**config.mk**
```make
export PLATFORM = sky130hd
export DESIGN_NAME = spiral_order_matrix_reader_unit
export DESIGN_NICKNAME = d
export VERILOG_FILES = /design/src/hw/rtl/spom_pkg.sv /design/src/hw/rtl/spom_front.sv /design/src/hw/rtl/spom_job_fifo.sv /design/src/hw/rtl/spom_back.sv /design/src/hw/rtl/spiral_order_matrix_reader_unit.sv
export SDC_FILE = /design/constraint.sdc
export NUM_CORES = 2
export LEC_CHECK = 0
export BUFFER_PORTS_ARGS = -buffer_cell sky130_fd_sc_hd__buf_2
export CAP_MARGIN = 20
export CORE_ASPECT_RATIO = 0.5
export CORE_UTILIZATION = 45
export DETAILED_ROUTE_END_ITERATION = 8
export GPL_TIMING_DRIVEN = 0
export PLACE_DENSITY = 0.71
export SYNTH_ARGS = -nofsm -noshare
export SYNTH_HDL_FRONTEND = slang
export SYNTH_SLANG_ARGS = --single-unit
export TNS_END_PERCENT = 100
```
**constraint.sdc**
```tcl
create_clock -name clk -period 10.59 [get_ports clk]
set_input_delay 1.059 -clock clk [delete_from_list [all_inputs] [get_ports clk]]
set_output_delay 1.059 -clock clk [all_outputs]
set_load 0.1 [all_outputs]
```
**src/hw/rtl/spom_pkg.sv**
```systemverilog
`default_nettype none

package spom_pkg;

    // Widths fixed by the item fields and registers
    localparam int VALUE_W   = 32;
    localparam int IDX_W     = 3;
    localparam int SIZE_W    = 4;
    localparam int CFG_IDX_W = 4;
    localparam int COUNT_W   = 7;

    localparam int DEFAULT_MAX_ROWS    = 8;
    localparam int DEFAULT_MAX_COLUMNS = 8;

    localparam logic [SIZE_W-1:0] SIZE_RESET = 4'd8;

    // Register indexes on the configuration port
    localparam logic [CFG_IDX_W-1:0] CFG_ROW_COUNT    = 4'd0;
    localparam logic [CFG_IDX_W-1:0] CFG_COLUMN_COUNT = 4'd1;

    // One complete matrix handed from the loader to the spiral engine
    typedef struct packed {
        logic [SIZE_W-1:0] rows;
        logic [SIZE_W-1:0] cols;
    } job_t;

    // Status the loader needs from the rest of the block
    typedef struct packed {
        logic job_pending;
        logic engine_busy;
    } load_status_t;

    typedef enum logic {
        BK_IDLE,
        BK_WALK
    } back_state_t;

    typedef enum logic [1:0] {
        DIR_RIGHT,
        DIR_DOWN,
        DIR_LEFT,
        DIR_UP
    } dir_t;

    // Zero counts as one, anything above the maximum saturates
    function automatic logic [SIZE_W-1:0] eff_size(
        input logic [SIZE_W-1:0] v,
        input int unsigned       maxv
    );
        logic [SIZE_W-1:0] r;
        if (v == '0) begin
            r = SIZE_W'(1);
        end else if (32'(v) > maxv) begin
            r = SIZE_W'(maxv);
        end else begin
            r = v;
        end
        return r;
    endfunction

endpackage

`default_nettype wire

```
**src/hw/rtl/spom_front.sv**
```systemverilog
`default_nettype none

module spom_front #(
    parameter int MAX_ROWS    = spom_pkg::DEFAULT_MAX_ROWS,
    parameter int MAX_COLUMNS = spom_pkg::DEFAULT_MAX_COLUMNS,
    localparam int DEPTH      = MAX_ROWS * MAX_COLUMNS,
    localparam int ADDR_W     = (DEPTH > 1) ? $clog2(DEPTH) : 1
) (
    input  wire logic                             clk,
    input  wire logic                             rst_n,
    input  wire logic                             cfg_valid,
    output logic                                  cfg_ready,
    input  wire logic [spom_pkg::CFG_IDX_W-1:0]   cfg_index,
    input  wire logic [spom_pkg::SIZE_W-1:0]      cfg_data,
    input  wire logic                             element_valid,
    output logic                                  element_stall,
    input  wire logic [spom_pkg::VALUE_W-1:0]     element_value,
    input  wire spom_pkg::load_status_t           status,
    output logic                                  wr_en,
    output logic [ADDR_W-1:0]                     wr_addr,
    output logic [spom_pkg::VALUE_W-1:0]          wr_data,
    output logic                                  job_push,
    output spom_pkg::job_t                        job
);

    logic [spom_pkg::SIZE_W-1:0] rows_reg, rows_next;
    logic [spom_pkg::SIZE_W-1:0] cols_reg, cols_next;
    logic [spom_pkg::IDX_W-1:0]  load_row_reg, load_row_next;
    logic [spom_pkg::IDX_W-1:0]  load_col_reg, load_col_next;
    logic                        accept;
    logic                        col_end;
    logic                        row_end;

    assign cfg_ready     = 1'b1;
    // Hold off new elements until the stored matrix has been read out
    assign element_stall = status.job_pending | status.engine_busy;
    assign accept        = element_valid & ~element_stall;

    assign col_end = ({1'b0, load_col_reg} == cols_reg - spom_pkg::SIZE_W'(1));
    assign row_end = ({1'b0, load_row_reg} == rows_reg - spom_pkg::SIZE_W'(1));

    assign wr_en    = accept;
    assign wr_addr  = ADDR_W'(32'(load_row_reg) * MAX_COLUMNS + 32'(load_col_reg));
    assign wr_data  = element_value;
    assign job_push = accept & col_end & row_end;
    assign job.rows = rows_reg;
    assign job.cols = cols_reg;

    always_comb
    begin
        rows_next     = rows_reg;
        cols_next     = cols_reg;
        load_row_next = load_row_reg;
        load_col_next = load_col_reg;
        if (cfg_valid && cfg_ready) begin
            unique case (cfg_index)
                spom_pkg::CFG_ROW_COUNT:
                begin
                    rows_next     = spom_pkg::eff_size(cfg_data, MAX_ROWS);
                    load_row_next = '0;
                    load_col_next = '0;
                end
                spom_pkg::CFG_COLUMN_COUNT:
                begin
                    cols_next     = spom_pkg::eff_size(cfg_data, MAX_COLUMNS);
                    load_row_next = '0;
                    load_col_next = '0;
                end
                default:
                begin
                    // unknown register: drop the write
                end
            endcase
        end else if (accept) begin
            if (col_end) begin
                load_col_next = '0;
                load_row_next = row_end ? '0 : load_row_reg + spom_pkg::IDX_W'(1);
            end else begin
                load_col_next = load_col_reg + spom_pkg::IDX_W'(1);
            end
        end
    end

    always_ff @(posedge clk or negedge rst_n)
    begin
        if (!rst_n) begin
            rows_reg     <= spom_pkg::eff_size(spom_pkg::SIZE_RESET, MAX_ROWS);
            cols_reg     <= spom_pkg::eff_size(spom_pkg::SIZE_RESET, MAX_COLUMNS);
            load_row_reg <= '0;
            load_col_reg <= '0;
        end else begin
            rows_reg     <= rows_next;
            cols_reg     <= cols_next;
            load_row_reg <= load_row_next;
            load_col_reg <= load_col_next;
        end
    end

endmodule

`default_nettype wire

```
**src/hw/rtl/spom_job_fifo.sv**
```systemverilog
`default_nettype none

module spom_job_fifo (
    input  wire logic           clk,
    input  wire logic           rst_n,
    input  wire logic           push,
    input  wire spom_pkg::job_t push_job,
    input  wire logic           pop,
    output logic                job_valid,
    output spom_pkg::job_t      job
);

    spom_pkg::job_t entry_reg [2];
    logic           wr_ptr_reg, wr_ptr_next;
    logic           rd_ptr_reg, rd_ptr_next;
    logic [1:0]     count_reg, count_next;
    logic           do_push;
    logic           do_pop;

    assign job_valid = (count_reg != 2'd0);
    assign job       = entry_reg[rd_ptr_reg];
    assign do_push   = push & (count_reg != 2'd2);
    assign do_pop    = pop & job_valid;

    always_comb
    begin
        wr_ptr_next = do_push ? ~wr_ptr_reg : wr_ptr_reg;
        rd_ptr_next = do_pop ? ~rd_ptr_reg : rd_ptr_reg;
        count_next  = count_reg;
        if (do_push && !do_pop) begin
            count_next = count_reg + 2'd1;
        end else if (do_pop && !do_push) begin
            count_next = count_reg - 2'd1;
        end
    end

    always_ff @(posedge clk or negedge rst_n)
    begin
        if (!rst_n) begin
            wr_ptr_reg <= 1'b0;
            rd_ptr_reg <= 1'b0;
            count_reg  <= 2'd0;
        end else begin
            wr_ptr_reg <= wr_ptr_next;
            rd_ptr_reg <= rd_ptr_next;
            count_reg  <= count_next;
        end
    end

    always_ff @(posedge clk)
    begin
        if (do_push) begin
            entry_reg[wr_ptr_reg] <= push_job;
        end
    end

endmodule

`default_nettype wire

```
**src/hw/rtl/spom_back.sv**
```systemverilog
`default_nettype none

module spom_back #(
    parameter int MAX_ROWS    = spom_pkg::DEFAULT_MAX_ROWS,
    parameter int MAX_COLUMNS = spom_pkg::DEFAULT_MAX_COLUMNS,
    localparam int DEPTH      = MAX_ROWS * MAX_COLUMNS,
    localparam int ADDR_W     = (DEPTH > 1) ? $clog2(DEPTH) : 1
) (
    input  wire logic                          clk,
    input  wire logic                          rst_n,
    input  wire logic                          wr_en,
    input  wire logic [ADDR_W-1:0]             wr_addr,
    input  wire logic [spom_pkg::VALUE_W-1:0]  wr_data,
    input  wire logic                          job_valid,
    input  wire spom_pkg::job_t                job,
    output logic                               job_pop,
    output logic                               busy,
    output logic                               result_valid,
    input  wire logic                          result_stall,
    output logic [spom_pkg::VALUE_W-1:0]       out_value,
    output logic [spom_pkg::IDX_W-1:0]         out_row,
    output logic [spom_pkg::IDX_W-1:0]         out_column,
    output logic                               last_of_matrix
);

    localparam int IW = spom_pkg::IDX_W;

    logic [spom_pkg::VALUE_W-1:0] store_mem [DEPTH];

    spom_pkg::back_state_t state_reg, state_next;
    spom_pkg::dir_t        dir_reg, dir_next;
    logic [IW-1:0] r_reg, r_next, c_reg, c_next;
    logic [IW-1:0] top_reg, top_next, bottom_reg, bottom_next;
    logic [IW-1:0] left_reg, left_next, right_reg, right_next;
    logic [spom_pkg::COUNT_W-1:0] remain_reg, remain_next;

    logic          valid_reg, valid_next;
    logic [IW-1:0] row_out_reg, col_out_reg;
    logic          last_out_reg;
    logic [spom_pkg::VALUE_W-1:0] value_out_reg;

    logic              advance;
    logic              issue;
    logic [ADDR_W-1:0] rd_addr;

    assign advance = ~valid_reg | ~result_stall;
    assign issue   = (state_reg == spom_pkg::BK_WALK) & advance;
    assign job_pop = (state_reg == spom_pkg::BK_IDLE) & job_valid;
    assign busy    = (state_reg == spom_pkg::BK_WALK);
    assign rd_addr = ADDR_W'(32'(r_reg) * MAX_COLUMNS + 32'(c_reg));

    assign result_valid   = valid_reg;
    assign out_value      = value_out_reg;
    assign out_row        = row_out_reg;
    assign out_column     = col_out_reg;
    assign last_of_matrix = last_out_reg;

    always_comb
    begin
        state_next  = state_reg;
        dir_next    = dir_reg;
        r_next      = r_reg;
        c_next      = c_reg;
        top_next    = top_reg;
        bottom_next = bottom_reg;
        left_next   = left_reg;
        right_next  = right_reg;
        remain_next = remain_reg;
        valid_next  = advance ? 1'b0 : valid_reg;

        unique case (state_reg)
            spom_pkg::BK_IDLE:
            begin
                if (job_valid) begin
                    state_next  = spom_pkg::BK_WALK;
                    dir_next    = spom_pkg::DIR_RIGHT;
                    r_next      = '0;
                    c_next      = '0;
                    top_next    = '0;
                    left_next   = '0;
                    bottom_next = IW'(job.rows - spom_pkg::SIZE_W'(1));
                    right_next  = IW'(job.cols - spom_pkg::SIZE_W'(1));
                    remain_next = spom_pkg::COUNT_W'(job.rows)
                                  * spom_pkg::COUNT_W'(job.cols)
                                  - spom_pkg::COUNT_W'(1);
                end
            end
            spom_pkg::BK_WALK:
            begin
                if (issue) begin
                    valid_next  = 1'b1;
                    remain_next = remain_reg - spom_pkg::COUNT_W'(1);
                    if (remain_reg == '0) begin
                        state_next = spom_pkg::BK_IDLE;
                    end
                    // step one cell; at the edge retire the row or column just walked and turn
                    unique case (dir_reg)
                        spom_pkg::DIR_RIGHT:
                        begin
                            if (c_reg != right_reg) begin
                                c_next = c_reg + IW'(1);
                            end else begin
                                top_next = top_reg + IW'(1);
                                r_next   = r_reg + IW'(1);
                                dir_next = spom_pkg::DIR_DOWN;
                            end
                        end
                        spom_pkg::DIR_DOWN:
                        begin
                            if (r_reg != bottom_reg) begin
                                r_next = r_reg + IW'(1);
                            end else begin
                                right_next = right_reg - IW'(1);
                                c_next     = c_reg - IW'(1);
                                dir_next   = spom_pkg::DIR_LEFT;
                            end
                        end
                        spom_pkg::DIR_LEFT:
                        begin
                            if (c_reg != left_reg) begin
                                c_next = c_reg - IW'(1);
                            end else begin
                                bottom_next = bottom_reg - IW'(1);
                                r_next      = r_reg - IW'(1);
                                dir_next    = spom_pkg::DIR_UP;
                            end
                        end
                        spom_pkg::DIR_UP:
                        begin
                            if (r_reg != top_reg) begin
                                r_next = r_reg - IW'(1);
                            end else begin
                                left_next = left_reg + IW'(1);
                                c_next    = c_reg + IW'(1);
                                dir_next  = spom_pkg::DIR_RIGHT;
                            end
                        end
                        default:
                        begin
                        end
                    endcase
                end
            end
            default:
            begin
                state_next = spom_pkg::BK_IDLE;
            end
        endcase
    end

    always_ff @(posedge clk or negedge rst_n)
    begin
        if (!rst_n) begin
            state_reg <= spom_pkg::BK_IDLE;
            valid_reg <= 1'b0;
        end else begin
            state_reg <= state_next;
            valid_reg <= valid_next;
        end
    end

    always_ff @(posedge clk)
    begin
        dir_reg    <= dir_next;
        r_reg      <= r_next;
        c_reg      <= c_next;
        top_reg    <= top_next;
        bottom_reg <= bottom_next;
        left_reg   <= left_next;
        right_reg  <= right_next;
        remain_reg <= remain_next;
        if (issue) begin
            row_out_reg  <= r_reg;
            col_out_reg  <= c_reg;
            last_out_reg <= (remain_reg == '0);
        end
    end

    // Element store: one write port from the loader, one registered read
    always_ff @(posedge clk)
    begin
        if (wr_en) begin
            store_mem[wr_addr] <= wr_data;
        end
        if (issue) begin
            value_out_reg <= store_mem[rd_addr];
        end
    end

endmodule

`default_nettype wire

```
**src/hw/rtl/spiral_order_matrix_reader_unit.sv**
```systemverilog
// Spiral-order matrix reader.
// Configuration: write row_count (index 0) and column_count (index 1) on the
// cfg channel while the block is idle; zero counts as one, larger values
// saturate at MAX_ROWS / MAX_COLUMNS. A size write drops a partly loaded matrix.
// Input: one element per item on element_value, row-major order. The matrix
// is held in an internal store of MAX_ROWS x MAX_COLUMNS words.
// Output: once the last element is in, every element comes out in clockwise
// spiral order with its row, column and last_of_matrix on the final one.
// Timing: elements load while element_stall is low, results leave while
// result_stall is low. The final element passes the job queue and engine
// state before the output register shows the first result. element_stall
// stays high from the final element until the engine's last store read.
// Reset: row and column counts return to 8 (saturated), load position to
// the first element, no result pending. Store contents are not cleared.
// A stalled result holds its payload; the spiral engine pauses with it.
`default_nettype none

module spiral_order_matrix_reader_unit #(
    parameter int MAX_ROWS    = spom_pkg::DEFAULT_MAX_ROWS,
    parameter int MAX_COLUMNS = spom_pkg::DEFAULT_MAX_COLUMNS
) (
    input  wire logic                           clk,
    input  wire logic                           rst_n,
    input  wire logic                           cfg_valid,
    output logic                                cfg_ready,
    input  wire logic [spom_pkg::CFG_IDX_W-1:0] cfg_index,
    input  wire logic [spom_pkg::SIZE_W-1:0]    cfg_data,
    input  wire logic                           element_valid,
    output logic                                element_stall,
    input  wire logic [spom_pkg::VALUE_W-1:0]   element_value,
    output logic                                result_valid,
    input  wire logic                           result_stall,
    output logic [spom_pkg::VALUE_W-1:0]        out_value,
    output logic [spom_pkg::IDX_W-1:0]          out_row,
    output logic [spom_pkg::IDX_W-1:0]          out_column,
    output logic                                last_of_matrix
);

    localparam int DEPTH  = MAX_ROWS * MAX_COLUMNS;
    localparam int ADDR_W = (DEPTH > 1) ? $clog2(DEPTH) : 1;

    logic                           wr_en;
    logic [ADDR_W-1:0]              wr_addr;
    logic [spom_pkg::VALUE_W-1:0]   wr_data;
    logic                           job_push;
    spom_pkg::job_t                 push_job;
    logic                           job_valid;
    spom_pkg::job_t                 job;
    logic                           job_pop;
    logic                           engine_busy;
    spom_pkg::load_status_t         status;

    // Loader sees the matrix as in use from completion until the last read
    assign status.job_pending = job_valid;
    assign status.engine_busy = engine_busy;

    // Loader: config registers, load position, store writes
    spom_front #(
        .MAX_ROWS    (MAX_ROWS),
        .MAX_COLUMNS (MAX_COLUMNS)
    ) u_front (
        .clk           (clk),
        .rst_n         (rst_n),
        .cfg_valid     (cfg_valid),
        .cfg_ready     (cfg_ready),
        .cfg_index     (cfg_index),
        .cfg_data      (cfg_data),
        .element_valid (element_valid),
        .element_stall (element_stall),
        .element_value (element_value),
        .status        (status),
        .wr_en         (wr_en),
        .wr_addr       (wr_addr),
        .wr_data       (wr_data),
        .job_push      (job_push),
        .job           (push_job)
    );

    // Completed matrices wait here for the spiral engine
    spom_job_fifo u_fifo (
        .clk       (clk),
        .rst_n     (rst_n),
        .push      (job_push),
        .push_job  (push_job),
        .pop       (job_pop),
        .job_valid (job_valid),
        .job       (job)
    );

    // Spiral engine: walks the bounds, reads the store, drives results
    spom_back #(
        .MAX_ROWS    (MAX_ROWS),
        .MAX_COLUMNS (MAX_COLUMNS)
    ) u_back (
        .clk            (clk),
        .rst_n          (rst_n),
        .wr_en          (wr_en),
        .wr_addr        (wr_addr),
        .wr_data        (wr_data),
        .job_valid      (job_valid),
        .job            (job),
        .job_pop        (job_pop),
        .busy           (engine_busy),
        .result_valid   (result_valid),
        .result_stall   (result_stall),
        .out_value      (out_value),
        .out_row        (out_row),
        .out_column     (out_column),
        .last_of_matrix (last_of_matrix)
    );

endmodule

`default_nettype wire

```
==> results.ini <==
[pwr]
switchingPower_uw = 6080
swShare_pct = 29.3
p_int_uw = 14700
power_frac_comb_pct = 21.9
leakagePower_uw = 0.0299
clkPwrFrac_pct = 32.1
power_density_mw_per_mm2 = 219
peakVddDrop_v = 0.000189
p_seq_share_pct = 45.9

[logic_synthesis]
yosysSeqAreaShare_pct = 77.7
synth_edf_count = 2130
yosysWarnings = 0
synth_compound_area_share_pct = 2.77
yosys.area_share.simple_pct = 1.18
dominantRegCellSynth = edfxtp_1
async_reset_ff_share_pct = 0.930
yosys.cell_types.count = 56
synth_cells = 3660
synth_top_family_by_area = multiplexers
syn-cell-area_mm2 = 0.0830
syn_avg_cell_area_um2 = 22.7
synth-adder-area-share_pct = 0.591
syn_nets = 3740
synth_mux_area_share_pct = 15.9
synthXorXnorAreaFrac_pct = 0.454
ys_seq_elements = 2150

[timing]
worst_pin_slew_ns = 1.46
finalSetupViolations = 0
tns_ns = 0
fmax_mhz = 216
hold_viol = 0
fin_crit_ns = 4.62
finClkSkew_ns = 0.0343
post-route-period-util_pct = 43.7
slew_headroom_pct = 2.58
rsz0062_at_grt = no
setup_slack_ns = 5.97
finalMaxSlewViolations = 0

[finish]
largest_register_ffs = 2048
final_nets = 4117
drive_gt1_share_pct = 26.9
layout_common_cells = edfxtp_1, mux4_2, clkbuf_16, mux2i_1, buf_2
n_fill_cell = 13335
final_cells = 6592
final_common_cell = edfxtp_1
area_growth_syn_to_layout_pct = 14.3

[critical_path]
worst_setup_path_start_kind = register
critPathMaxFanout = 10
required_ns = 11.24
worstReg2RegEnd = u_back.out_value[12]
arrival_ns = 5.27
critical_path_class = register to register
rrSetupSlack_ns = 5.97
r2r-start = u_back.c_reg[2]
end_kind = register
rr_worst_depth = 7

[placed_design]
numPortBuffers = 85
place_hpwl_mm = 137
gp_congestion = 0.871
post-place-ws_ns = 6.14
dp.cells = 6234

[clock_tree]
cts-root-buf = clkbuf_16
ctsHoldBuffers = 0
cts_resized = 0
cts_setup_buffers = 0
clk_latency_ns = 0.82
cts_tree = yes
htreeDepth = 4
path_clk_slew_ns = 0.06
cts_buffers = 190
numClockSinks = 2150
clock_tree.buffer_depth = 3

[floorplanning]
initial_core_util_pct = 45.7
rows = 110
ios = 87
die_h_um = 306
dieArea_mm2 = 0.186
die_w_um = 609
core-area_mm2 = 0.182

[job]
maxCapViolCount = 0

[global_route]
grt_pass1_wl_mm = 299
grt_pass1_vias = 40967
track_usage_pct = 22.6
grt_start_max_net_pins = 65
antenna_found_initial = 6
grt_overflow_total = 0

[outcome]
outcome = completed

[detailed_routing]
drt_iter0_drc = 6733
drtAntennaViolNets = 0
drc = 0
drt-vias-per-instance = 6.25
drt-total-wl_mm = 212
post_drt_wl_per_cell_um = 32.2
route.vias.total = 41215
first_pass_iters = 7

[min_path]
hold_path_class = input pin to async pin

## final cells by class
class	instances	area [um2]	area share (%)
Antenna cell	2	5.00	0.00528
Buffer	195	1010	1.07
Clock buffer	246	5110	5.39
Clock inverter	91	753	0.794
Inverter	31	116	0.123
Multi-Input combinational cell	1284	17900	18.9
Sequential cell	2150	64500	68.0
Tap cell	2408	3010	3.18
Timing Repair Buffer	185	2470	2.60
## worst max path at each step
stage / from / to / slack (ns) / depth (start not counted)
final: u_back.c_reg[2] / u_back.out_value[12] / 5.97 / 7
after global routing: u_fifo.rd_ptr_reg / u_back.remain_reg[6] / 5.80 / 16
after detailed placement: u_fifo.rd_ptr_reg / u_back.remain_reg[6] / 6.14 / 16
after floorplan: result_stall / u_back.c_reg[0] / 4.99 / 5
after CTS: u_fifo.rd_ptr_reg / u_back.remain_reg[6] / 6.13 / 16
after global placement: result_stall / u_back.c_reg[0] / 1.25 / 6
## logic make-up after synthesis
kind of cell / Yosys count
buffers and inverters: 226
muxes: 681
adders and majority gates: 35
DFF: 2150
xor gates and xnor gates: 43
AOI/OAI and AO/OA: 320
other: 1
and+or+nand+nor: 204
## routing by layer
metal | vias up | GRT usage [%] | routed length, um
met4 | 2 | 8.38 | 7710
met1 | 21825 | 31.4 | 80600
met3 | 383 | 5.60 | 25100
li1 | 16336 | - | -
met5 | - | 0 | 13
met2 | 2669 | 34.9 | 98800
## cell usage after synthesis, types with 5 or more instances
| cell | instances | area, um2 |
|---|---|---|
| edfxtp_1 | 2130 | 64000 |
| mux4_2 | 512 | 11500 |
| mux2i_1 | 162 | 1620 |
| nor2_1 | 94 | 353 |
| clkbuf_1 | 78 | 293 |
| o22ai_1 | 63 | 394 |
| buf_2 | 55 | 275 |
| buf_4 | 42 | 315 |
| a21oi_1 | 41 | 205 |
| a221oi_1 | 40 | 350 |
| a22oi_1 | 34 | 255 |
| inv_1 | 31 | 116 |
| a211oi_1 | 29 | 218 |
| xnor2_1 | 29 | 254 |
| ha_1 | 28 | 350 |
| o211a_1 | 25 | 250 |
| o21ai_1 | 25 | 125 |
| nand2_1 | 24 | 90.1 |
| nor2b_1 | 22 | 138 |
| dfrtp_1 | 18 | 450 |
| a22o_1 | 15 | 131 |
| and2_1 | 14 | 87.6 |
| xor2_1 | 14 | 123 |
| buf_1 | 13 | 48.8 |
| o21ai_0 | 12 | 60.1 |
| a32oi_1 | 11 | 96.3 |
| nand2b_1 | 10 | 62.6 |
| nand3_1 | 8 | 40.0 |
| buf_6 | 7 | 78.8 |
| fa_1 | 7 | 140 |
| mux2_2 | 7 | 78.8 |
| nor3_1 | 7 | 35.0 |
| a32o_1 | 5 | 50.1 |
| nand3b_1 | 5 | 37.5 |
| o22a_1 | 5 | 43.8 |
## through the flow
step	utilization, %	area, um2	hold WS (ns)	power [uW]
finish	52.2	94800	0.202	20800
global placement	47.6	86400	0.471	14100
CTS	52.0	94400	0.166	20700
global route	52.2	94800	0.221	21200
floorplan	-	83000	0.421	12500
detailed placement	48.8	88600	0.453	14200
## critical path: stages, from the launching register on
cell,delay (ns)
edfxtp_1,0.37
buf_2,0.27
buf_2,0.64
clkbuf_1,0.95
buf_2,0.50
mux2i_1,0.25
a22oi_1,1.13
o211a_1,0.33
## power groups by stage
| stage | clock (uW) | sequential [uW] | combinational, uW |
|---|---|---|---|
| global route | 7010 | 9540 | 4680 |
| finish | 6670 | 9540 | 4550 |
| floorplan | 0 | 10200 | 2300 |
| CTS | 6690 | 9540 | 4490 |
| global placement | 0 | 9720 | 4390 |
| detailed placement | 0 | 9720 | 4470 |
Note: power is estimated with default switching activity, not from simulation.
